<file path="src/rtl/core/xor_checked_sentence_parser_unit_macros.svh">
// Assertion helpers shared by the sentence parser RTL.
// Each macro is empty when SYNTHESIS is defined.
`ifndef XOR_CHECKED_SENTENCE_PARSER_UNIT_MACROS_SVH
`define XOR_CHECKED_SENTENCE_PARSER_UNIT_MACROS_SVH

`ifndef SYNTHESIS

// Property that must hold at every clock edge outside reset.
`define XCSP_ASSERT(lbl, clk, rst_n, prop, msg) \
    lbl: assert property (@(posedge clk) disable iff (!rst_n) (prop)) else $error(msg);

// Antecedent in one cycle implies the consequent in the next cycle.
`define XCSP_ASSERT_NEXT(lbl, clk, rst_n, ante, cons, msg) \
    lbl: assert property (@(posedge clk) disable iff (!rst_n) (ante) |=> (cons)) \
        else $error(msg);

`else

`define XCSP_ASSERT(lbl, clk, rst_n, prop, msg)
`define XCSP_ASSERT_NEXT(lbl, clk, rst_n, ante, cons, msg)

`endif

`endif

</file>
<file path="src/rtl/core/xcsp_pkg.sv">
package xcsp_pkg;

    // Field widths.
    localparam int BYTE_W = 8;
    localparam int LEN_W  = 11;
    localparam int CODE_W = 3;

    // Header layout and command table.
    localparam int HDR_LEN  = 5;
    localparam int HDR_W    = HDR_LEN * BYTE_W;
    localparam int NUM_CMDS = 5;

    // Special characters.
    localparam logic [BYTE_W-1:0] CH_DOLLAR = 8'h24;
    localparam logic [BYTE_W-1:0] CH_STAR   = 8'h2A;
    localparam logic [BYTE_W-1:0] CH_NL     = 8'h0A;

    // Command codes.
    localparam logic [CODE_W-1:0] CMD_PSIGN   = 3'd0;
    localparam logic [CODE_W-1:0] CMD_PINFO   = 3'd1;
    localparam logic [CODE_W-1:0] CMD_PFLSH   = 3'd2;
    localparam logic [CODE_W-1:0] CMD_PBLFL   = 3'd3;
    localparam logic [CODE_W-1:0] CMD_PEEPR   = 3'd4;
    localparam logic [CODE_W-1:0] CMD_UNKNOWN = 3'd5;

    // Header names, first character in the top byte.
    localparam logic [HDR_W-1:0] CMD_NAMES [NUM_CMDS] =
        '{"PSIGN", "PINFO", "PFLSH", "PBLFL", "PEEPR"};
    localparam logic [CODE_W-1:0] CMD_CODES [NUM_CMDS] =
        '{CMD_PSIGN, CMD_PINFO, CMD_PFLSH, CMD_PBLFL, CMD_PEEPR};

    // One sentence result.
    typedef struct packed {
        logic              checksum_ok;
        logic [CODE_W-1:0] command_code;
        logic [LEN_W-1:0]  body_length;
        logic              too_long;
    } xcsp_result_t;

    // Upper-case ASCII hex digit of a nibble.
    function automatic logic [BYTE_W-1:0] hex_upper(input logic [3:0] nib);
        logic [BYTE_W-1:0] wide_nib;
        wide_nib = {4'b0000, nib};
        if (nib < 4'd10)
        begin
            hex_upper = 8'h30 + wide_nib;
        end
        else
        begin
            hex_upper = 8'h37 + wide_nib;
        end
    endfunction

endpackage

</file>
<file path="src/rtl/core/xcsp_in_reg.sv">
module xcsp_in_reg (
    input  logic                         clk,
    input  logic                         rst_n,
    input  logic                         byte_valid,
    output logic                         byte_stall,
    input  logic [xcsp_pkg::BYTE_W-1:0]  rx_byte,
    input  logic                         advance,
    output logic                         stage_valid,
    output logic [xcsp_pkg::BYTE_W-1:0]  stage_byte
);
    import xcsp_pkg::*;

    logic              valid_reg;
    logic              valid_next;
    logic [BYTE_W-1:0] byte_reg;
    logic              load;

    // The stage takes a new transaction when it is empty or its byte moves on.
    assign load       = !valid_reg || advance;
    assign byte_stall = !load;
    assign valid_next = load ? byte_valid : valid_reg;

    always_ff @(posedge clk or negedge rst_n)
    begin
        if (!rst_n)
        begin
            valid_reg <= 1'b0;
        end
        else
        begin
            valid_reg <= valid_next;
        end
    end

    // Byte holder, no reset needed.
    always_ff @(posedge clk)
    begin
        if (load && byte_valid)
        begin
            byte_reg <= rx_byte;
        end
    end

    assign stage_valid = valid_reg;
    assign stage_byte  = byte_reg;

endmodule

</file>
<file path="src/rtl/core/xcsp_parser.sv">
module xcsp_parser #(
    parameter int MAX_BODY = 1024
) (
    input  logic                         clk,
    input  logic                         rst_n,
    input  logic                         step,
    input  logic [xcsp_pkg::BYTE_W-1:0]  rx_byte,
    output logic                         emit,
    output xcsp_pkg::xcsp_result_t       result
);
    import xcsp_pkg::*;

    localparam int CNT_W  = $clog2(MAX_BODY + 1);
    localparam int WIDE_W = CNT_W + LEN_W;
    localparam logic [CNT_W-1:0] MAX_CNT = CNT_W'(MAX_BODY);
    localparam logic [CNT_W-1:0] HDR_CNT = CNT_W'(HDR_LEN);

    logic              in_sentence_reg, in_sentence_next;
    logic [CNT_W-1:0]  body_count_reg, body_count_next;
    logic [BYTE_W-1:0] running_xor_reg, running_xor_next;
    logic              star_seen_reg, star_seen_next;
    logic [1:0]        digits_reg, digits_next;
    logic [BYTE_W-1:0] high_char_reg, high_char_next;
    logic [BYTE_W-1:0] low_char_reg, low_char_next;
    logic              overflow_reg, overflow_next;
    logic [BYTE_W-1:0] header_reg [HDR_LEN];
    logic              hdr_write;
    logic [HDR_W-1:0]  header_word;
    logic [CODE_W-1:0] cmd_code;
    logic [WIDE_W-1:0] count_wide;

    // Sentence state update for one byte.
    always_comb
    begin
        in_sentence_next = in_sentence_reg;
        body_count_next  = body_count_reg;
        running_xor_next = running_xor_reg;
        star_seen_next   = star_seen_reg;
        digits_next      = digits_reg;
        high_char_next   = high_char_reg;
        low_char_next    = low_char_reg;
        overflow_next    = overflow_reg;
        hdr_write        = 1'b0;
        if (rx_byte == CH_DOLLAR)
        begin
            in_sentence_next = 1'b1;
            body_count_next  = '0;
            running_xor_next = '0;
            star_seen_next   = 1'b0;
            digits_next      = 2'd0;
            high_char_next   = '0;
            low_char_next    = '0;
            overflow_next    = 1'b0;
        end
        else if (in_sentence_reg)
        begin
            if (rx_byte == CH_NL)
            begin
                in_sentence_next = 1'b0;
            end
            else if (!star_seen_reg)
            begin
                if (rx_byte == CH_STAR)
                begin
                    star_seen_next = 1'b1;
                end
                else
                begin
                    running_xor_next = running_xor_reg ^ rx_byte;
                    hdr_write        = body_count_reg < HDR_CNT;
                    if (body_count_reg < MAX_CNT)
                    begin
                        body_count_next = body_count_reg + 1'b1;
                    end
                    else
                    begin
                        overflow_next = 1'b1;
                    end
                end
            end
            else if (digits_reg == 2'd0)
            begin
                high_char_next = rx_byte;
                digits_next    = 2'd1;
            end
            else if (digits_reg == 2'd1)
            begin
                low_char_next = rx_byte;
                digits_next   = 2'd2;
            end
        end
    end

    always_ff @(posedge clk or negedge rst_n)
    begin
        if (!rst_n)
        begin
            in_sentence_reg <= 1'b0;
            body_count_reg  <= '0;
            running_xor_reg <= '0;
            star_seen_reg   <= 1'b0;
            digits_reg      <= 2'd0;
            high_char_reg   <= '0;
            low_char_reg    <= '0;
            overflow_reg    <= 1'b0;
        end
        else if (step)
        begin
            in_sentence_reg <= in_sentence_next;
            body_count_reg  <= body_count_next;
            running_xor_reg <= running_xor_next;
            star_seen_reg   <= star_seen_next;
            digits_reg      <= digits_next;
            high_char_reg   <= high_char_next;
            low_char_reg    <= low_char_next;
            overflow_reg    <= overflow_next;
        end
    end

    // Header bytes are only read once five of them have been written.
    always_ff @(posedge clk)
    begin
        if (step && hdr_write)
        begin
            header_reg[body_count_reg[2:0]] <= rx_byte;
        end
    end

    // Command lookup over the five names.
    assign header_word = {header_reg[0], header_reg[1], header_reg[2],
                          header_reg[3], header_reg[4]};

    always_comb
    begin
        cmd_code = CMD_UNKNOWN;
        if (body_count_reg >= HDR_CNT)
        begin
            for (int i = NUM_CMDS - 1; i >= 0; i--)
            begin
                if (header_word == CMD_NAMES[i])
                begin
                    cmd_code = CMD_CODES[i];
                end
            end
        end
    end

    // A newline inside a sentence that saw a star closes it with a result.
    assign emit = in_sentence_reg && star_seen_reg && (rx_byte == CH_NL);

    assign count_wide = WIDE_W'(body_count_reg);

    assign result.checksum_ok  = (digits_reg == 2'd2) &&
                                 (high_char_reg == hex_upper(running_xor_reg[7:4])) &&
                                 (low_char_reg == hex_upper(running_xor_reg[3:0]));
    assign result.command_code = cmd_code;
    assign result.body_length  = count_wide[LEN_W-1:0];
    assign result.too_long     = overflow_reg;

endmodule

</file>
<file path="src/rtl/core/xcsp_out_reg.sv">
module xcsp_out_reg (
    input  logic                    clk,
    input  logic                    rst_n,
    input  logic                    push,
    input  xcsp_pkg::xcsp_result_t  push_data,
    input  logic                    result_stall,
    output logic                    result_valid,
    output xcsp_pkg::xcsp_result_t  result_data,
    output logic                    free
);
    import xcsp_pkg::*;

    logic         valid_reg;
    logic         valid_next;
    xcsp_result_t data_reg;

    // The register can be loaded when empty or when its transaction leaves now.
    assign free = !valid_reg || !result_stall;

    always_comb
    begin
        valid_next = valid_reg;
        if (push)
        begin
            valid_next = 1'b1;
        end
        else if (!result_stall)
        begin
            valid_next = 1'b0;
        end
    end

    always_ff @(posedge clk or negedge rst_n)
    begin
        if (!rst_n)
        begin
            valid_reg <= 1'b0;
        end
        else
        begin
            valid_reg <= valid_next;
        end
    end

    always_ff @(posedge clk)
    begin
        if (push)
        begin
            data_reg <= push_data;
        end
    end

    assign result_valid = valid_reg;
    assign result_data  = data_reg;

endmodule

</file>
<file path="src/rtl/core/xor_checked_sentence_parser_unit.sv">
// Channel   Direction  Handshake                  Payload
// byte      in         byte_valid / byte_stall    rx_byte
// result    out        result_valid / result_stall checksum_ok, command_code,
//                                                  body_length, too_long
//
// One byte is taken every cycle while byte_stall is low; a sentence's
// result is computed from the newline byte held in the input register and
// is loaded into the result register when that byte moves on.
// Reset is asynchronous and active low; it clears the sentence state but not the stored header bytes.
// A newline byte that closes a sentence with a result waits in the input
// register while the result register is full and stalled; other bytes move on regardless.
module xor_checked_sentence_parser_unit #(
    parameter int MAX_BODY = 1024
) (
    input  logic                              clk,
    input  logic                              rst_n,
    input  logic                              byte_valid,
    output logic                              byte_stall,
    input  logic [xcsp_pkg::BYTE_W-1:0]       rx_byte,
    output logic                              result_valid,
    input  logic                              result_stall,
    output logic                              checksum_ok,
    output logic [xcsp_pkg::CODE_W-1:0]       command_code,
    output logic [xcsp_pkg::LEN_W-1:0]        body_length,
    output logic                              too_long
);
    import xcsp_pkg::*;

`include "xor_checked_sentence_parser_unit_macros.svh"

    logic              stage_valid;
    logic [BYTE_W-1:0] stage_byte;
    logic              advance;
    logic              emit;
    logic              push;
    logic              out_free;
    xcsp_result_t      parse_result;
    xcsp_result_t      out_result;

    // Input register.
    xcsp_in_reg u_in_reg (
        .clk         (clk),
        .rst_n       (rst_n),
        .byte_valid  (byte_valid),
        .byte_stall  (byte_stall),
        .rx_byte     (rx_byte),
        .advance     (advance),
        .stage_valid (stage_valid),
        .stage_byte  (stage_byte)
    );

    // A byte moves on unless it closes a sentence with a result and the result slot is busy.
    assign advance = stage_valid && (out_free || !emit);
    assign push    = advance && emit;

    xcsp_parser #(
        .MAX_BODY (MAX_BODY)
    ) u_parser (
        .clk     (clk),
        .rst_n   (rst_n),
        .step    (advance),
        .rx_byte (stage_byte),
        .emit    (emit),
        .result  (parse_result)
    );

    // Result register.
    xcsp_out_reg u_out_reg (
        .clk          (clk),
        .rst_n        (rst_n),
        .push         (push),
        .push_data    (parse_result),
        .result_stall (result_stall),
        .result_valid (result_valid),
        .result_data  (out_result),
        .free         (out_free)
    );

    assign checksum_ok  = out_result.checksum_ok;
    assign command_code = out_result.command_code;
    assign body_length  = out_result.body_length;
    assign too_long     = out_result.too_long;

    // Checks on the pipeline control.
    `XCSP_ASSERT(a_push_needs_room, clk, rst_n, !push || out_free, "result pushed into a busy register")
    `XCSP_ASSERT_NEXT(a_push_shows_result, clk, rst_n, push, result_valid, "pushed result not visible")
    `XCSP_ASSERT_NEXT(a_held_byte_kept, clk, rst_n, stage_valid && !advance, stage_valid && $stable(stage_byte), "held byte lost or changed")

endmodule

</file>
<file path="config.mk">
export PLATFORM = sky130hd
export DESIGN_NAME = xor_checked_sentence_parser_unit
export DESIGN_NICKNAME = d
export VERILOG_FILES = /design/src/rtl/core/xcsp_pkg.sv /design/src/rtl/core/xcsp_in_reg.sv /design/src/rtl/core/xcsp_parser.sv /design/src/rtl/core/xcsp_out_reg.sv /design/src/rtl/core/xor_checked_sentence_parser_unit.sv
export VERILOG_INCLUDE_DIRS = /design/src /design/src/rtl/core
export SDC_FILE = /design/constraint.sdc
export NUM_CORES = 1
export LEC_CHECK = 0
export ABC_AREA = 1
export BUFFER_PORTS_ARGS = -buffer_cell sky130_fd_sc_hd__buf_2
export CORE_MARGIN = 2
export CORE_UTILIZATION = 50
export DETAILED_ROUTE_END_ITERATION = 6
export PLACE_DENSITY = 0.66
export SETUP_SLACK_MARGIN = 0.02
export SYNTH_ARGS = -nofsm -noshare
export SYNTH_HDL_FRONTEND = slang
export SYNTH_SLANG_ARGS = --single-unit
</file>
<file path="constraint.sdc">
create_clock -name clk -period 2.3 [get_ports clk]
set_input_delay 0.115 -clock clk [delete_from_list [all_inputs] [get_ports clk]]
set_output_delay 0.115 -clock clk [all_outputs]
set_load 0.02 [all_outputs]
</file>
==> impl_metrics.ini, run 1 <==
[setup_path]
critical-path-slowest-cell = edfxtp_1
crit_path_cell_trace = nor2_1 > nand3_1 > nor2_4 > nand3_4 > nand2_4 > inv_4 > nand3_1 > nor2_1 > buf_4
critPathCaptureType = flop
required_ns = 2.44
cp_slowest_stage_delay_ns = 0.58
cp_max_fo = 16
critPathLaunchType = flop
worstSetupPathType = reg -> reg
crit_arrival_ns = 2.19

[cells_and_area]
diodes = 0
syn_to_final_growth_pct = 13.4
nets = 749
stdcell_count = 878
drive_above_1_share_pct = 12.3
largest_register_ffs = 40
final_area_um2 = 6210

[grt]
grt-ovfl-total = 0
grt_use_total_pct = 23.0
grt_max_degree = 43
grt_pass1_vias = 4082
antenna_found_initial = 0
grt_pass1_wl_mm = 20.5

[worst_hold_path]
min_path_type = in -> reg

[placed_design]
dp_hpwl_mm = 9.42
io_buffers = 29
dp.cells = 852
placed_area_um2 = 5910
gp_congestion = 0.882

[die]
io_pins = 30
die_w_um = 109
start_util_pct = 50.9
rows = 38
die_h_um = 109
die_area_um2 = 11800
core_area_um2 = 10700

[timing]
fmax_ghz = 0.488
worstMarginPinSlew_ns = 1.01
fin_crit_ns = 2.05
maxSlewViolCount = 0
setup_viol = 0
hold_violations = 0
fin_tns_setup_ns = 0
rsz0062_at_grt = false
finalCritPeriodShare_pct = 89.0
slew_headroom_pct = 32.6
skew_ns = 0.0154

[route]
drtAntennaViolNets = 0
vias_per_cell = 5.09
routed_wl_mm = 12.7
num_vias = 4466
drt-wirelength-per-cell_um = 14.4
first_iter_violations = 390
firstDrtPassIters = 5
drc = 0

[synthesis]
netlist_area_um2 = 5470
ys_seq_area_share_pct = 54.3
yosys-top-cells-area = edfxtp_1 35%, dfrtp_1 19%, nand2_1 16%
syn_area_per_cell_um2 = 8.18
ys_warn_count = 0
netlist.area_leader.share_pct = 35.1
yosysUniqueCellTypes = 34
synth_edf_count = 64
synth_nets = 685
synth_top_area_cell = edfxtp_1
synth_ff_type = edfxtp_1
synth.ff_latch_count = 106
synthArstFlopShare_pct = 39.6
syn_inst = 669

[clocking]
insertion_delay_ns = 0.38
post-cts-setup-buffers = 0
cts-htree-levels = 3
cts.sinks = 106
clk_pin_slew_ns = 0.11
clk_path_buf_depth = 2
cts_made_buffers = 9
clock-root-buffer = clkbuf_8
cts_tree = built

[power_and_ir_drop]
power.leakage_nw = 2.89
vdd_ir_drop_max_uv = 457
power_density_nw_per_um2 = 719

[run_status]
outcome = complete, no violations

[run]
drv_cap = 0
## final timing paths
| check | to | startpoint | cells after the start | slack [ns] |
|---|---|---|---|---|
| worst min-delay path | u_out_reg.result_valid$_DFFE_PN0P_ | result_stall | 3 | 0.02 |
| worst max-delay path | u_parser.header_reg[2][0]$_DFFE_PP_ | u_in_reg.stage_byte[6]$_DFFE_PP_ | 9 | 0.25 |
| min in group asynchronous | u_parser.body_count_reg[5]$_DFFE_PN0P_ | rst_n | 2 | 0.44 |
| worst min register to register | u_out_reg.result_data[0]$_DFFE_PP_ | u_parser.overflow_reg$_DFFE_PN0P_ | 0 | 0.47 |
| worst max register to register | u_parser.header_reg[2][0]$_DFFE_PP_ | u_in_reg.stage_byte[6]$_DFFE_PP_ | 9 | 0.25 |
| max in group asynchronous | u_parser.running_xor_reg[7]$_DFFE_PN0P_ | rst_n | 2 | 1.23 |
## stage by stage
| step | setup slack [ns] | utilization (%) | total power, mW | hold slack [ns] |
|---|---|---|---|---|
| 5_1_grt | 0.0598 | 57.8 | 4.76 | 0.0488 |
| 2_1_floorplan | 0.377 | - | 3.09 | -0.181 |
| 6_report | 0.252 | 57.8 | 4.47 | 0.0197 |
| 3_5_place_dp | 0.228 | 55.0 | 3.37 | 0.299 |
| 3_3_place_gp | 0.301 | 55.0 | 3.35 | 0.293 |
| 4_1_cts | 0.191 | 57.8 | 4.49 | 0.0108 |
## layout by cell type, fill, tap and decap left out, types with 2 or more instances in the layout
cell           count
nand2_1          231
nor2_1           101
inv_1             78
edfxtp_1          64
nand3_1           46
dfrtp_1           42
buf_2             29
buf_4             22
o21ai_0           19
o21ai_1           13
dlygate4sd3_1     10
clkbuf_8           9
nand4_1            8
nor3_1             8
a21oi_1            8
xnor2_1            6
xor2_1             5
ha_1               4
inv_2              3
nand3_2            3
inv_8              3
nor3_2             2
nor2_2             2
nand2_2            2
nor2_4             2
nand2_4            2
or2_2              2
nand3b_1           2
## worst max-delay path: cells and delay by family, from the launching register on
family	cells	cell delay (ns)
and+or+nand+nor	7	0.96
DFF	1	0.58
buffers and inverters	2	0.27
## where the power goes
group          switching [mW]  internal, mW  leakage [nW]
registers               0.205          2.24          1.15
clock network           0.687         0.425        0.0979
logic                   0.557         0.353          1.64
total                    1.45          3.02          2.89
## cell type report
type | instances | area [um2]
repair buffers | 62 | 430
inverters | 82 | 310
clock buffers | 9 | 124
fillers | 967 | 4540
flip-flops and latches | 106 | 2970
multi-input cells | 472 | 2130
well taps | 140 | 175
clock inverters | 7 | 71.3
## what timing repair did
item	4_1_cts	5_1_grt
setup endpoints to repair	0	11
endpoints found under the hold margin	51	0
hold buffers	10	0
resized for setup	0	1
## cells in the mapped netlist, types with 5 or more instances
cell,count
nor3_1,8
dfrtp_1,42
nand3_1,46
o21ai_0,19
nand4_1,8
xor2_1,5
a21oi_1,8
edfxtp_1,64
o21ai_1,13
inv_1,78
nor2_1,102
xnor2_1,6
nand2_1,231
## routing by layer
layer / track usage (%) / vias to the layer above / wire (um)
met5: 0 / - / 0
met4: 7.14 / 0 / 249
met3: 3.23 / 23 / 509
met2: 38.0 / 108 / 6030
met1: 31.6 / 2083 / 5900
li1: - / 2252 / -
## cell families (layout without fill, tap and decap cells)
family                     count (synthesis)  after routing  synth area share, %
and+or+nand+nor                          415            415                 32.2
DFF                                      106            106                 54.3
AOI/OAI and AO/OA                         42             42                 3.95
adders and majority gates                  4              4                0.914
xor gates and xnor gates                  11             11                 1.76
buffers and inverters                     91            160                 6.90
(Power assumes the default switching activity.)
==> run 2: changes to the inputs <==
- SYNTH_HIERARCHICAL: unset -> 1
==> run 2 against run 1 <==
Net effect:
- sequential power shrank 7%
- flip-flop and latch count is the same
- highest routed layer unchanged
- total power shrank 9.8%
- cell count shrank 10%
- critical path depth grew 5
- combinational power shrank 29%
- die area shrank 3.3%
- wire length shrank 16%
- core utilization grew 0.71 points
- area after synthesis shrank 3.4%
- non-clock buffer count grew 1
- via count shrank 15%
- critical path type unchanged
==> impl_metrics.ini, run 2 <==
[run_status]
outcome = complete, no violations

[setup_path]
cp_max_fo = 8
cp_slowest_stage_delay_ns = 0.37
critPathLaunchType = flop
crit_path_cell_trace = inv_2 > nand2_1 > nor2_1 > nand2_1 > nor3_1 > a21oi_2 > nand2_1 > inv_1 > nand2_2 > nor2_2 > nand3_1 > buf_4 > nor3_2 > buf_6
required_ns = 2.37
crit_top_cell = nand2_1
crit_family = simple AND/OR/NAND/NOR gates
critical-path-slowest-cell = edfxtp_1
worstSetupPathType = reg -> reg
critPathCaptureType = flop
critPathBufInv = 4
crit_arrival_ns = 2.19

[grt]
grt_pass1_wl_mm = 17.7
grt_pass1_vias = 3605
antenna_found_initial = 0
grt-ovfl-total = 0
grt_use_total_pct = 20.2
grt_max_degree = 23

[cells_and_area]
final_area_um2 = 6010
nets = 665
layout_common_cells = 181 x nand2_1, 78 x inv_1, 66 x nor2_1
diodes = 0
final_common_cell = nand2_1
largest_register_ffs = 40
drive_above_1_share_pct = 19.1
stdcell_count = 790
syn_to_final_growth_pct = 13.7
final_util_pct = 58.5

[synthesis]
synth_top_area_cell = edfxtp_1
synth_edf_count = 64
netlist.area_leader.share_pct = 36.3
synthArstFlopShare_pct = 39.6
yosysUniqueCellTypes = 37
synth_common_cells = 181 x nand2_1, 78 x inv_1, 70 x nor2_1
netlist_area_um2 = 5290
syn_inst = 588
yosysMostFrequentCell = nand2_1
synth_ff_type = edfxtp_1
syn_area_per_cell_um2 = 8.99
ys_warn_count = 6
yosys-top-cells-area = edfxtp_1 36%, dfrtp_1 20%, nand2_1 13%
ys_seq_area_share_pct = 56.2
synth_nets = 604
synth.ff_latch_count = 106

[die]
start_util_pct = 51.5
die_w_um = 107
die_h_um = 107
rows = 37
die_area_um2 = 11400
io_pins = 30
core_area_um2 = 10300

[power_and_ir_drop]
p_switching_mw = 1.09
vdd_ir_drop_max_uv = 523
power_frac_comb_pct = 16.0
clockPowerShare_pct = 27.2
power_switching_share_pct = 26.9
seqPwrFrac_pct = 56.7
power.leakage_nw = 2.71
power_density_nw_per_um2 = 670
totalPowerFinal_mw = 4.03
p_int_mw = 2.95

[clocking]
cts-htree-levels = 3
clk_path_buf_depth = 2
insertion_delay_ns = 0.36
clk_pin_slew_ns = 0.09
cts_tree = built
post-cts-setup-buffers = 0
cts.sinks = 106
cts_made_buffers = 9
clock-root-buffer = clkbuf_8

[timing]
maxSlewViolCount = 0
finalCritPeriodShare_pct = 92.1
hold_violations = 0
fin_tns_setup_ns = 0
rsz0062_at_grt = true
worstMarginPinSlew_ns = 0.531
fin_crit_ns = 2.12
setup_viol = 0
slew_headroom_pct = 64.6
skew_ns = 0.00802
fmax_ghz = 0.472

[run]
drv_cap = 0

[route]
drt-met1-wl_mm = 5.16
wl_met3_um = 382
num_vias = 3778
drc = 0
routed_wl_mm = 10.6
drt-wirelength-per-cell_um = 13.5
drtAntennaViolNets = 0
first_iter_violations = 254
topRoutingLayerUsed = met4
dr_wl_met2_mm = 4.94
firstDrtPassIters = 4
vias_per_cell = 4.78

[placed_design]
gp_congestion = 0.889
io_buffers = 29
dp_hpwl_mm = 7.65
dp.cells = 763
placed_area_um2 = 5700

[worst_hold_path]
min_path_type = in -> async
-- run 2: changes by cell type after synthesis, moves of 3 or more --
| cell | delta |
|---|---|
| a21oi_1 | -5 |
| o21ai_2 | +17 |
| nor2_1 | -32 |
| nand3_1 | -25 |
| nand2_2 | +9 |
| inv_2 | +4 |
| nand4_1 | -4 |
| nand2_1 | -50 |
| o21ai_0 | -11 |
| xor2_1 | +10 |
| o21ai_1 | -3 |
-- run 2: logic make-up after synthesis --
family	share of synthesized area (%)
AOI/OAI and AO/OA	6.25
xor gates and xnor gates	3.31
adders and majority gates	0.946
buffers and inverters	7.85
DFF	56.2
and+or+nand+nor	25.4
-- run 2: path summary, 6_finish.rpt --
path / to / startpoint / cells past startpoint / slack (ns)
max in group asynchronous: u_parser/running_xor_reg[3]$_DFFE_PN0P_ / rst_n / 3 / 1.33
hold / removal: u_parser/overflow_reg$_DFFE_PN0P_ / rst_n / 2 / 0.26
min in group clk: u_in_reg/stage_byte[4]$_DFFE_PP_ / rx_byte[4] / 2 / 0.46
hold reg to reg: u_out_reg/result_data[0]$_DFFE_PP_ / u_parser/overflow_reg$_DFFE_PN0P_ / 0 / 0.46
setup / recovery: u_parser/header_reg[4][7]$_DFFE_PP_ / u_in_reg/stage_byte[6]$_DFFE_PP_ / 14 / 0.18
setup reg to reg: u_parser/header_reg[4][7]$_DFFE_PP_ / u_in_reg/stage_byte[6]$_DFFE_PP_ / 14 / 0.18
-- run 2: layout make-up --
cell class,instances,area [um2]
clock inverter,6,57.6
clock buffer,10,128
timing repair buffer,63,444
multi-input combinational,384,1920
tap,136,170
sequential,106,2970
inverter,85,319
fill,916,4270
-- run 2: what timing repair did --
item | 4_1_cts | 5_1_grt
hold buffers | 11 | 0
gates resized for setup | 0 | 4
setup endpoints to repair | 0 | 33
endpoints found under the hold margin | 30 | 0
-- run 2: power groups by stage --
stage,clock network [mW],registers (mW),logic (mW)
5_1_grt,1.19,2.31,0.737
3_5_place_dp,0,2.33,0.631
6_report,1.10,2.29,0.646
3_3_place_gp,0,2.32,0.619
4_1_cts,1.12,2.29,0.650
2_1_floorplan,0,2.31,0.493
-- run 2: per-stage QoR --
stage / hold slack, ns / setup slack (ns)
6_report: 0.258 / 0.181
5_1_grt: 0.298 / -0.0146
4_1_cts: 0.270 / 0.114
3_5_place_dp: 0.135 / 0.120
3_3_place_gp: 0.114 / 0.231
2_1_floorplan: -0.181 / -0.0875
-- run 2: worst register-to-register path, stage by stage (launching register included) --
cell,delay (ns)
edfxtp_1,0.37
inv_2,0.04
nand2_1,0.12
nor2_1,0.06
nand2_1,0.08
nor3_1,0.07
a21oi_2,0.16
nand2_1,0.07
inv_1,0.08
nand2_2,0.09
nor2_2,0.10
nand3_1,0.11
buf_4,0.16
nor3_2,0.16
buf_6,0.18
-- run 2: layer usage --
| metal | GRT usage [%] | vias up |
|---|---|---|
| met5 | 0 | - |
| met4 | 6.86 | 0 |
| met3 | 3.34 | 13 |
| met2 | 31.1 | 55 |
| met1 | 29.1 | 1742 |
| li1 | - | 1968 |
